--- src/sv/npcm_pkg.sv ---
// shared types and constants for the nearest palette color mapper
// no dependencies; used by npcm_cell and nearest_palette_color_mapper_unit
package npcm_pkg;

    localparam int PALETTE_ENTRIES_DEFAULT = 256;

    localparam int IDX_W   = 8;
    localparam int COMP_W  = 8;
    localparam int ALPHA_W = 8;
    // three squared 8-bit differences: 3 * 255 * 255 fits in 18 bits
    localparam int DIST_W  = 18;

    localparam logic [DIST_W-1:0] DIST_MAX = {DIST_W{1'b1}};

    localparam logic CMD_LOAD  = 1'b0;
    localparam logic CMD_PIXEL = 1'b1;

    localparam int CFG_ADDR_W = 1;
    localparam int CFG_DATA_W = 8;
    localparam logic [CFG_ADDR_W-1:0] REG_MASK_ENABLE     = 1'd0;
    localparam logic [CFG_ADDR_W-1:0] REG_ALPHA_THRESHOLD = 1'd1;

    // item moving down the cell chain, with the running best match
    typedef struct packed {
        logic              cmd;
        logic              masked;
        logic [IDX_W-1:0]  entry_index;
        logic [COMP_W-1:0] red;
        logic [COMP_W-1:0] green;
        logic [COMP_W-1:0] blue;
        logic [IDX_W-1:0]  best_idx;
        logic [DIST_W-1:0] best_dist;
    } npcm_item_t;

endpackage

--- src/sv/npcm_cell.sv ---
// one palette cell: holds one palette entry, takes loads addressed to it
// and folds its distance into the passing pixel's best match; uses npcm_pkg
module npcm_cell #(
    parameter int PALETTE_ENTRIES = npcm_pkg::PALETTE_ENTRIES_DEFAULT,
    parameter int CELL_INDEX      = 0
) (
    input  logic                aclk,
    input  logic                aresetn,
    input  logic                advance,
    input  logic                mask_enable,
    input  logic                in_valid,
    input  npcm_pkg::npcm_item_t in_item,
    output logic                out_valid,
    output npcm_pkg::npcm_item_t out_item
);
    import npcm_pkg::*;

    localparam logic [IDX_W-1:0] MY_INDEX   = IDX_W'(CELL_INDEX);
    localparam logic             IS_LAST    = (CELL_INDEX == PALETTE_ENTRIES - 1);

    logic [COMP_W-1:0] entry_r_reg, entry_g_reg, entry_b_reg;
    logic [COMP_W-1:0] entry_r_next, entry_g_next, entry_b_next;
    logic              valid_reg, valid_next;
    npcm_item_t        item_reg, item_next;

    logic [COMP_W-1:0]   diff_r, diff_g, diff_b;
    logic [2*COMP_W-1:0] sq_r, sq_g, sq_b;
    logic [DIST_W-1:0]   cand_dist;
    logic                searched;

    always_comb begin
        diff_r = (in_item.red > entry_r_reg) ? in_item.red - entry_r_reg
                                             : entry_r_reg - in_item.red;
        diff_g = (in_item.green > entry_g_reg) ? in_item.green - entry_g_reg
                                               : entry_g_reg - in_item.green;
        diff_b = (in_item.blue > entry_b_reg) ? in_item.blue - entry_b_reg
                                              : entry_b_reg - in_item.blue;
        sq_r = diff_r * diff_r;
        sq_g = diff_g * diff_g;
        sq_b = diff_b * diff_b;
        cand_dist = DIST_W'(sq_r) + DIST_W'(sq_g) + DIST_W'(sq_b);
        // the last slot is reserved while masking is on
        searched = !(mask_enable && IS_LAST);
    end

    always_comb begin
        entry_r_next = entry_r_reg;
        entry_g_next = entry_g_reg;
        entry_b_next = entry_b_reg;
        valid_next   = in_valid;
        item_next    = in_item;
        if (in_valid && in_item.cmd == CMD_LOAD && in_item.entry_index == MY_INDEX) begin
            entry_r_next = in_item.red;
            entry_g_next = in_item.green;
            entry_b_next = in_item.blue;
        end
        // strict compare keeps the lowest index on a tie
        if (in_valid && in_item.cmd == CMD_PIXEL && !in_item.masked && searched &&
            cand_dist < in_item.best_dist) begin
            item_next.best_dist = cand_dist;
            item_next.best_idx  = MY_INDEX;
        end
    end

    always_ff @(posedge aclk) begin
        if (!aresetn) begin
            valid_reg   <= 1'b0;
            entry_r_reg <= '0;
            entry_g_reg <= '0;
            entry_b_reg <= '0;
        end else if (advance) begin
            valid_reg   <= valid_next;
            entry_r_reg <= entry_r_next;
            entry_g_reg <= entry_g_next;
            entry_b_reg <= entry_b_next;
        end
    end

    always_ff @(posedge aclk) begin
        if (advance) begin
            item_reg <= item_next;
        end
    end

    assign out_valid = valid_reg;
    assign out_item  = item_reg;

endmodule

--- config.mk ---
export PLATFORM = sky130hd
export DESIGN_NAME = npcm_cell
export DESIGN_NICKNAME = d
export VERILOG_FILES = /design/src/sv/npcm_pkg.sv /design/src/sv/npcm_cell.sv
export SDC_FILE = /design/constraint.sdc
export NUM_CORES = 1
export LEC_CHECK = 0
export BUFFER_PORTS_ARGS = -buffer_cell sky130_fd_sc_hd__buf_2
export CAP_MARGIN = 20
export CORE_MARGIN = 2
export CORE_UTILIZATION = 55
export CTS_CLUSTER_DIAMETER = 100
export DETAILED_ROUTE_END_ITERATION = 12
export HOLD_SLACK_MARGIN = 0.12
export MAX_ROUTING_LAYER = met4
export PLACE_DENSITY = 0.91
export SLEW_MARGIN = 20
export SYNTH_ARGS = -nofsm -noshare
export SYNTH_HDL_FRONTEND = slang
export SYNTH_SLANG_ARGS = --single-unit
--- constraint.sdc ---
create_clock -name aclk -period 11.1 [get_ports aclk]
set_clock_uncertainty 0.1 [all_clocks]
set_input_delay 2.22 -clock aclk [delete_from_list [all_inputs] [get_ports aclk]]
set_output_delay 2.22 -clock aclk [all_outputs]
set_load 0.01 [all_outputs]
==> results of run 1 <==
per-layer routing:
metal | vias up | GRT usage
met5 | - | -
met4 | 0 | 0.1817
met3 | 258 | 0.04403
met2 | 665 | 0.5240
met1 | 4681 | 0.3227
li1 | 4235 | -
synth_stat cells (16+ instances only):
master	n	share of area
inv_1	270	0.093
xor2_1	16	0.013
nand2b_1	18	0.010
dfxtp_1	25	0.046
nor2b_1	18	0.010
ha_1	141	0.16
a21o_1	24	0.016
fa_1	139	0.25
and2_1	27	0.015
o21ai_0	34	0.016
mux2i_1	19	0.017
edfxtp_1	60	0.16
xnor2_1	16	0.013
a21oi_1	38	0.017
mux2_2	21	0.022
nand2_1	49	0.017
nor2_1	82	0.028
cell usage in the layout, fill, tap and decap left out, types with 4 or more instances in the layout:
cell       instances
or2_2              6
o21a_1             5
fa_2              10
nand2b_4           4
a31oi_1            4
and2_1            27
nor2b_1           18
nor2_1            73
nand4_1            7
clkbuf_16         11
buf_2            123
ha_4               8
buf_4            222
inv_2             19
a221o_1            4
a21oi_2            4
a21oi_4            4
and3_1             6
a21oi_1           34
o21ai_0           33
xor2_1            12
nor2_2             6
ha_1             132
mux2_4            19
mux2i_1           12
nand2b_1          14
edfxtp_1          60
dfxtp_1           25
o21bai_1           8
xnor2_1           10
a21o_1            24
mux2i_2            4
a211oi_1           5
xor2_2             5
xnor2_2            6
nand2_1           46
inv_1            250
buf_6              4
fa_1             129
nor3_1             5
cell families (layout without fill, tap and decap cells):
| family | after synthesis | in the layout | share of synthesized area |
|---|---|---|---|
| buf+inv | 298 | 642 | 0.1040 |
| fa+ha+maj | 280 | 280 | 0.4163 |
| simple gates | 236 | 236 | 0.1054 |
| compound gates | 151 | 151 | 0.09336 |
| flops | 85 | 85 | 0.2108 |
| mux | 40 | 40 | 0.03906 |
| xor+xnor | 35 | 35 | 0.03116 |
final cells by class:
cell class | count | area share
clock buffers | 11 | 0.01767
clock inverters | 5 | 0.002785
well taps | 265 | 0.02307
inverters | 273 | 0.07285
flip-flops and latches | 85 | 0.1602
repair buffers | 353 | 0.1675
multi-input cells | 742 | 0.5560
worst max-delay path by stage:
stage / start / endpoint / slack (ns) / depth (start not counted)
global placement: in_item[42] / out_item[0] / -0.80 / 39
floorplan: in_item[42] / out_item[10] / -0.20 / 38
CTS: in_item[42] / out_item[2] / -0.50 / 38
global route: in_item[34] / out_item[14] / -1.01 / 43
finish: in_item[34] / out_item[13] / -0.78 / 43
detailed placement: in_item[26] / out_item[0] / -1.09 / 38
through the flow:
stage | setup slack [ns] | util
finish | -0.7752 | 0.7386
global route | -1.011 | 0.7386
CTS | -0.5033 | 0.7234
detailed placement | -1.095 | 0.6944
global placement | -0.8007 | 0.6944
floorplan | -0.1956 | -
what timing repair did:
action                     4_1_cts  5_1_grt
setup endpoints to repair       26       26
setup buffers                   19       12
gates resized for setup         23       61
gates cloned                     1        1
pin swaps                       19       49
worst min-delay path: cells and delay by family, from the launching register on:
family           cells  cell delay (ns)
flip-flops           1             0.33
AND/OR/NAND/NOR      1             0.09
multiplexers         1             0.07
==> results.cfg, run 1 <==
[route]
via_count = 9839
drc_errors = 0
drt-met1-wl_um = 11670
drt_iter0_markers = 977
routed_wl_um = 33240
via_per_inst = 5.674
drtAntennaViolNets = 0
wl_met3_um = 2717
dr.pass1.iters = 5
routedWlPerCell_um = 19.17
top_layer_used = met4
wl_met2_um = 16410

[layout]
final_cell_count_no_fill = 1734
seq_area_mm2 = 0.002302
multi_input_area_mm2 = 0.007993
final_nets = 1809
area_growth_pct = 31.60
design_area_mm2 = 0.01438
drive_gt1_frac = 0.3376
largest_reg_flops = 60
nFillCells = 1091
antenna_cells = 0

[logic_synthesis]
synth_edf_count = 60
synth_seq_area_share = 0.2108
synthCells = 1125
ys_warn_count = 0
synth_cell_types = 63
synth_area_mm2 = 0.01092
syn_area_per_cell_um2 = 9.709
synth_nets = 1470
synthFlopType = edfxtp_1
synth-seq-cells = 85
async_reset_ff_frac = 0

[grt]
grt_usage = 0.2998
grt_pass1_vias = 10310
grt_overflow = 0
grt_max_degree = 62
grt_pass1_wl_um = 48620
antenna_found_initial = 0

[clocking]
hold_buffers = 0
clock_path_buffers = 2
insertion_delay_ns = 0.38
clock-sinks = 85
cts.htree.levels = 3
cts_root_buffer = clkbuf_16
cts_tree = yes
cts_made_buffers = 9
cts.clk_slew.worst_paths_ns = 0.07

[min_path]
min_path_cells = 2
holdCritPathClass = flop to flop
min_delay_worst_endpoint = out_valid
min-delay-start = out_valid

[timing]
worst_hold_slack_ns = 0.4234
hold_viol = 0
rsz0062_at_grt = yes
setup_violations = 26
slew_headroom = 0.4520
timing.final.crit_share = 1.070
tns_ns = -18.53
setup_ws_ns = -0.7752
min_period_ns = 11.88
fmax_ghz = 0.08421
slew_violations = 0
tightest_slew_ns = 0.8220

[critical_path]
slowest_delay_ns = 0.57
cpMaxStageDelayCell = fa_1
rr_endpoint = out_item[13]
cp_top_family = adder cells
reg2reg_slack_ns = 0.85
required_ns = 11.12
critPathKind = input pin to flop
r2r_start = entry_g_reg[0]
crit_path_end_kind = flop
cp_max_fo = 8
worst-r2r-cell-count = 41
crit_buf_inv = 14
critPathLaunchType = input pin
arrival_ns = 11.90

[place]
place.port_buffers = 124
dp_cells = 1687
hpwl_um = 22820
gp_congestion = 0.9983
postPlaceCellArea_mm2 = 0.01351

[outcome]
status = finished with violations
violations = setup timing

[floorplanning]
fp.dieW_um = 144.9
ios = 126
core_mm2 = 0.01946
fp-row-count = 51
start_util = 0.5612
die_h_um = 144.9
dieArea_mm2 = 0.02100

[run]
maxCapViolCount = 0
Power of run 1 is not shown: default switching activity piles up to over one toggle a cycle in this logic, so the estimate is an artifact.
==> run 2, diff against run 1 <==
--- a/config.mk
+++ b/config.mk
@@ -16,2 +16,3 @@
 export PLACE_DENSITY = 0.91
+export RECOVER_POWER = 100
 export SLEW_MARGIN = 20
==> constraint.sdc (replaced) <==
create_clock -name aclk -period 11.1 [get_ports aclk]
set_clock_uncertainty 0.1 [all_clocks]
set_input_delay 1.11 -clock aclk [delete_from_list [all_inputs] [get_ports aclk]]
set_output_delay 1.11 -clock aclk [all_outputs]
set_load 0.01 [all_outputs]
==> run 2 against run 1 <==
Compared with the run above: first-iteration DRC count decreased by 48%; die area unchanged; flip-flop and latch count unchanged; the run ends with capacitance limit, slew limit left; wire length decreased by 31%; sequential share of layout area increased by 2.5 points; utilization decreased by 10 points; setup slack improved by 1.1 ns; highest routed layer unchanged.
==> results.cfg, run 2 (synthesis results as in run 1) <==
[outcome]
status = finished with violations
violations = capacitance limit, slew limit

[route]
via_count = 8097
routed_wl_um = 22830
dr.pass1.iters = 6
routedWlPerCell_um = 14.62
drt_iter0_markers = 509
via_per_inst = 5.184
drc_errors = 0
drtAntennaViolNets = 0

[critical_path]
crit_path_start = in_item[26]
critPathKind = input pin to flop
rr_endpoint = out_item[13]
reg2reg_slack_ns = 0.93
r2r_start = entry_b_reg[0]
crit_path_end = out_item[13]
cp_max_fo = 21
crit_path_end_kind = flop
critPathLaunchType = input pin
required_ns = 11.12
slowest_delay_ns = 0.56
arrival_ns = 10.74
cpMaxStageDelayCell = fa_1
worst-r2r-cell-count = 37
worst_path_most_repeated_cell = fa_1

[layout]
final_nets = 1637
antenna_cells = 0
drive_gt1_frac = 0.1195
mostFrequentLayoutCell = inv_1
largest_reg_flops = 60
final_cell_mix = 269 x inv_1, 141 x ha_1, 138 x fa_1, 94 x clkbuf_1, 82 x nor2_1
area_growth_pct = 13.61

[grt]
grt_pass1_wl_um = 38210
antenna_found_initial = 0
grt_usage = 0.2294
grt_pass1_vias = 8434
grt_overflow = 0
grt_max_degree = 51

[clocking]
cts.clk_slew.worst_paths_ns = 0.06
cts_tree = yes
insertion_delay_ns = 0.37
cts.htree.levels = 3
clock_path_buffers = 2
cts_made_buffers = 9
clock-sinks = 85
cts_root_buffer = clkbuf_16

[timing]
slew_violations = 97
setup_violations = 0
slew_headroom = -0.8258
worst_hold_slack_ns = 0.4241
fmax_ghz = 0.09320
min_period_ns = 10.73
tightest_slew_ns = 2.739
timing.final.crit_share = 0.9666
hold_viol = 0

[floorplanning]
dieArea_mm2 = 0.02100
core_mm2 = 0.01946
fp.dieW_um = 144.9
start_util = 0.5612
die_h_um = 144.9
ios = 126
fp-row-count = 51

[run]
maxCapViolCount = 2

[place]
gp_congestion = 0.9377
place.port_buffers = 124
hpwl_um = 18770

[min_path]
holdCritPathClass = flop to flop
## run 2: critical path: cells and delay by family
family	cells	cell delay [ns]
adder cells (fa/ha/maj)	11	4.79
AO/OA/AOI/OAI	10	2.28
AND/OR/NAND/NOR	6	0.95
buffers and inverters	9	0.92
multiplexers	2	0.57
XOR/XNOR	1	0.10
## run 2: layer usage
metal | global-route usage | wire length [um] | share of wire
met4 | 0.08465 | 593 | 0.026
met5 | - | 0 | 0
met2 | 0.3943 | 11810 | 0.52
met1 | 0.2739 | 9225 | 0.40
met3 | 0.03616 | 1195 | 0.052
## run 2: worst min-delay path by stage
stage | start | end | slack (ns) | cells past startpoint
2_1_floorplan | entry_b_reg[7] | entry_b_reg[7] | 0.39 | 2
3_3_place_gp | out_valid | out_valid | 0.39 | 2
3_5_place_dp | entry_g_reg[7] | entry_g_reg[7] | 0.41 | 2
4_1_cts | entry_g_reg[7] | entry_g_reg[7] | 0.43 | 2
5_1_grt | entry_b_reg[7] | entry_b_reg[7] | 0.45 | 2
6_report | entry_g_reg[7] | entry_g_reg[7] | 0.42 | 2
## run 2: stage by stage
stage,worst slack [ns],instances,utilization,setup TNS (ns),area (um2)
after floorplan,0.3903,1125,-,0,10920
after global placement,0.04053,1543,0.6259,0,12180
after detailed placement,-0.1897,1543,0.6259,-3.384,12180
after CTS,0.1849,1559,0.6411,0,12480
after global routing,-0.01267,1562,0.6376,-0.04724,12410
final,0.3704,1562,0.6376,0,12410
## run 2: repair_timing
action,in CTS,in global routing
hold buffers,0,0
setup endpoints to repair,0,26
resized for setup,0,10
setup buffers,0,3
## run 2: final cells by class
cell class,count,area [um2]
Timing Repair Buffer,181,934.6
Tap cell,265,331.6
Clock buffer,11,254.0
Fill cell,1530,7053
Inverter,273,1025
Sequential cell,85,2302
Clock inverter,5,41.29
Multi-Input combinational cell,742,7521
Power of run 2 is left out for the same reason.
==> run 3, diff against run 2 <==
clock period = 9.6 ns   (was 11.1 ns; I/O delays follow)
==> run 3 against run 2 <==
Compared with the run above: setup slack worse by 1.3 ns; flip-flop and latch count did not move; clock-buffer cell count unchanged; sequential share of layout area down 2.6 points; non-clock buffer count is 187 higher; largest cell class unchanged; the flow finishes with violations (setup timing); first-iteration DRC count rose by 73%; wire length up 43%; die area unchanged; global-route usage is 6.0 points higher.
==> results.cfg, run 3 (synthesis results as in run 1) <==
[grt]
grt_pass1_vias = 10210
use_met1 = 0.3197
busiest_layer = met2
met3_usage = 0.04969
grt_usage = 0.2890
grt_max_degree = 62
use_met2 = 0.5060
grt_overflow = 0
grt_pass1_wl_um = 47450
antenna_found_initial = 0

[critical_path]
crit_path_end_kind = flop
cpMaxStageDelayCell = fa_1
crit_path_start = in_item[34]
rr_endpoint = out_item[0]
critPathLaunchType = input pin
arrival_ns = 10.55
crit_path_end = out_item[0]
cp_max_fo = 8
slowest_delay_ns = 0.59
r2r_start = entry_b_reg[0]
worst_path_most_repeated_cell = fa_1
required_ns = 9.61
worst-r2r-cell-count = 37
reg2reg_slack_ns = -0.56
critPathKind = input pin to flop

[place]
place.port_buffers = 124
hpwl_um = 22280
postPlaceCellArea_mm2 = 0.01361
gp_congestion = 0.9546

[layout]
area_growth_pct = 32.02
final_cell_mix = 252 x inv_1, 235 x buf_4, 133 x ha_1, 126 x fa_1, 109 x buf_2
antenna_cells = 0
drive_gt1_frac = 0.3331
nFillCells = 1123
design_area_mm2 = 0.01442
largest_reg_flops = 60
mostFrequentLayoutCell = inv_1
utilization = 0.7409
final_nets = 1824

[min_path]
min_path_cells = 2
holdCritPathClass = flop to flop

[floorplanning]
dieArea_mm2 = 0.02100
fp-row-count = 51
core_mm2 = 0.01946
fp.dieW_um = 144.9
die_h_um = 144.9
start_util = 0.5612
ios = 126

[route]
drtAntennaViolNets = 0
routed_wl_um = 32630
drc_errors = 0
routedWlPerCell_um = 18.67
via_count = 9817
via_per_inst = 5.616
dr.pass1.iters = 5
drt_iter0_markers = 882

[clocking]
hold_buffers = 0
cts_root_buffer = clkbuf_16
clock_path_buffers = 2
cts_made_buffers = 9
cts.clk_slew.worst_paths_ns = 0.06
clock-sinks = 85
cts_tree = yes
cts.htree.levels = 3
insertion_delay_ns = 0.37

[timing]
slew_headroom = 0.4288
fmax_ghz = 0.09485
min_period_ns = 10.54
tightest_slew_ns = 0.8568
rsz0062_at_grt = yes
setup_ws_ns = -0.9434
slew_violations = 0
hold_viol = 0
timing.final.crit_share = 1.098
setup_violations = 26

[outcome]
violations = setup timing
status = finished with violations

[run]
maxCapViolCount = 0
==> run 3: cell count changes in the layout (fill, tap and decap cells not counted), moves of 12 or more <==
cell	delta
and2_1	+20
clkbuf_1	-80
inv_1	-17
inv_2	+13
fa_2	+12
mux2_2	-18
buf_4	+183
fa_1	-12
buf_2	+75
and2_0	-20
mux2_4	+18
==> run 3: metrics by stage <==
stage                     setup TNS [ns]  cells  hold WS (ns)  worst slack (ns)
final                             -23.06   1748        0.4324           -0.9434
after global routing              -29.99   1748        0.4514            -1.199
after CTS                         -14.98   1734        0.4393           -0.6236
after detailed placement          -26.85   1700        0.4198            -1.112
after global placement            -18.31   1700        0.3991           -0.7797
after floorplan                   -7.953   1125        0.3856           -0.4356
==> run 3: cell type report <==
cell class / count / area, um2 / area share
multi-input combinational: 742 / 7964 / 0.5523
timing repair buffer: 368 / 2495 / 0.1730
sequential: 85 / 2302 / 0.1597
inverter: 273 / 1045 / 0.07245
tap: 265 / 331.6 / 0.02299
clock buffer: 11 / 254.0 / 0.01761
clock inverter: 4 / 28.78 / 0.001996
==> run 3: what timing repair did <==
item,in CTS,in global routing
cloned,1,0
pin swaps,29,49
buffers inserted,19,16
setup endpoints to repair,26,26
gates resized for setup,30,53
==> run 3: worst max-delay path: cells and delay by family <==
kind,cells,cell delay (ns)
simple gates,7,1.05
xor+xnor,1,0.30
buf+inv,9,1.12
mux,2,0.59
fa+ha+maj,11,4.51
compound gates,8,2.00
==> run 3: how the worst min path moves through the flow <==
| stage | from | endpoint | slack [ns] |
|---|---|---|---|
| floorplan | entry_b_reg[7] | entry_b_reg[7] | 0.39 |
| global placement | entry_r_reg[7] | entry_r_reg[7] | 0.40 |
| detailed placement | entry_r_reg[7] | entry_r_reg[7] | 0.42 |
| CTS | out_valid | out_valid | 0.44 |
| global route | entry_g_reg[7] | entry_g_reg[7] | 0.45 |
| finish | entry_g_reg[7] | entry_g_reg[7] | 0.43 |
==> run 3: layer usage <==
metal,vias up,wire [um]
li1,4271,-
met1,4734,11580
met2,602,16230
met3,210,2650
met4,0,2179
met5,-,0
Power of run 3 is left out for the same reason.
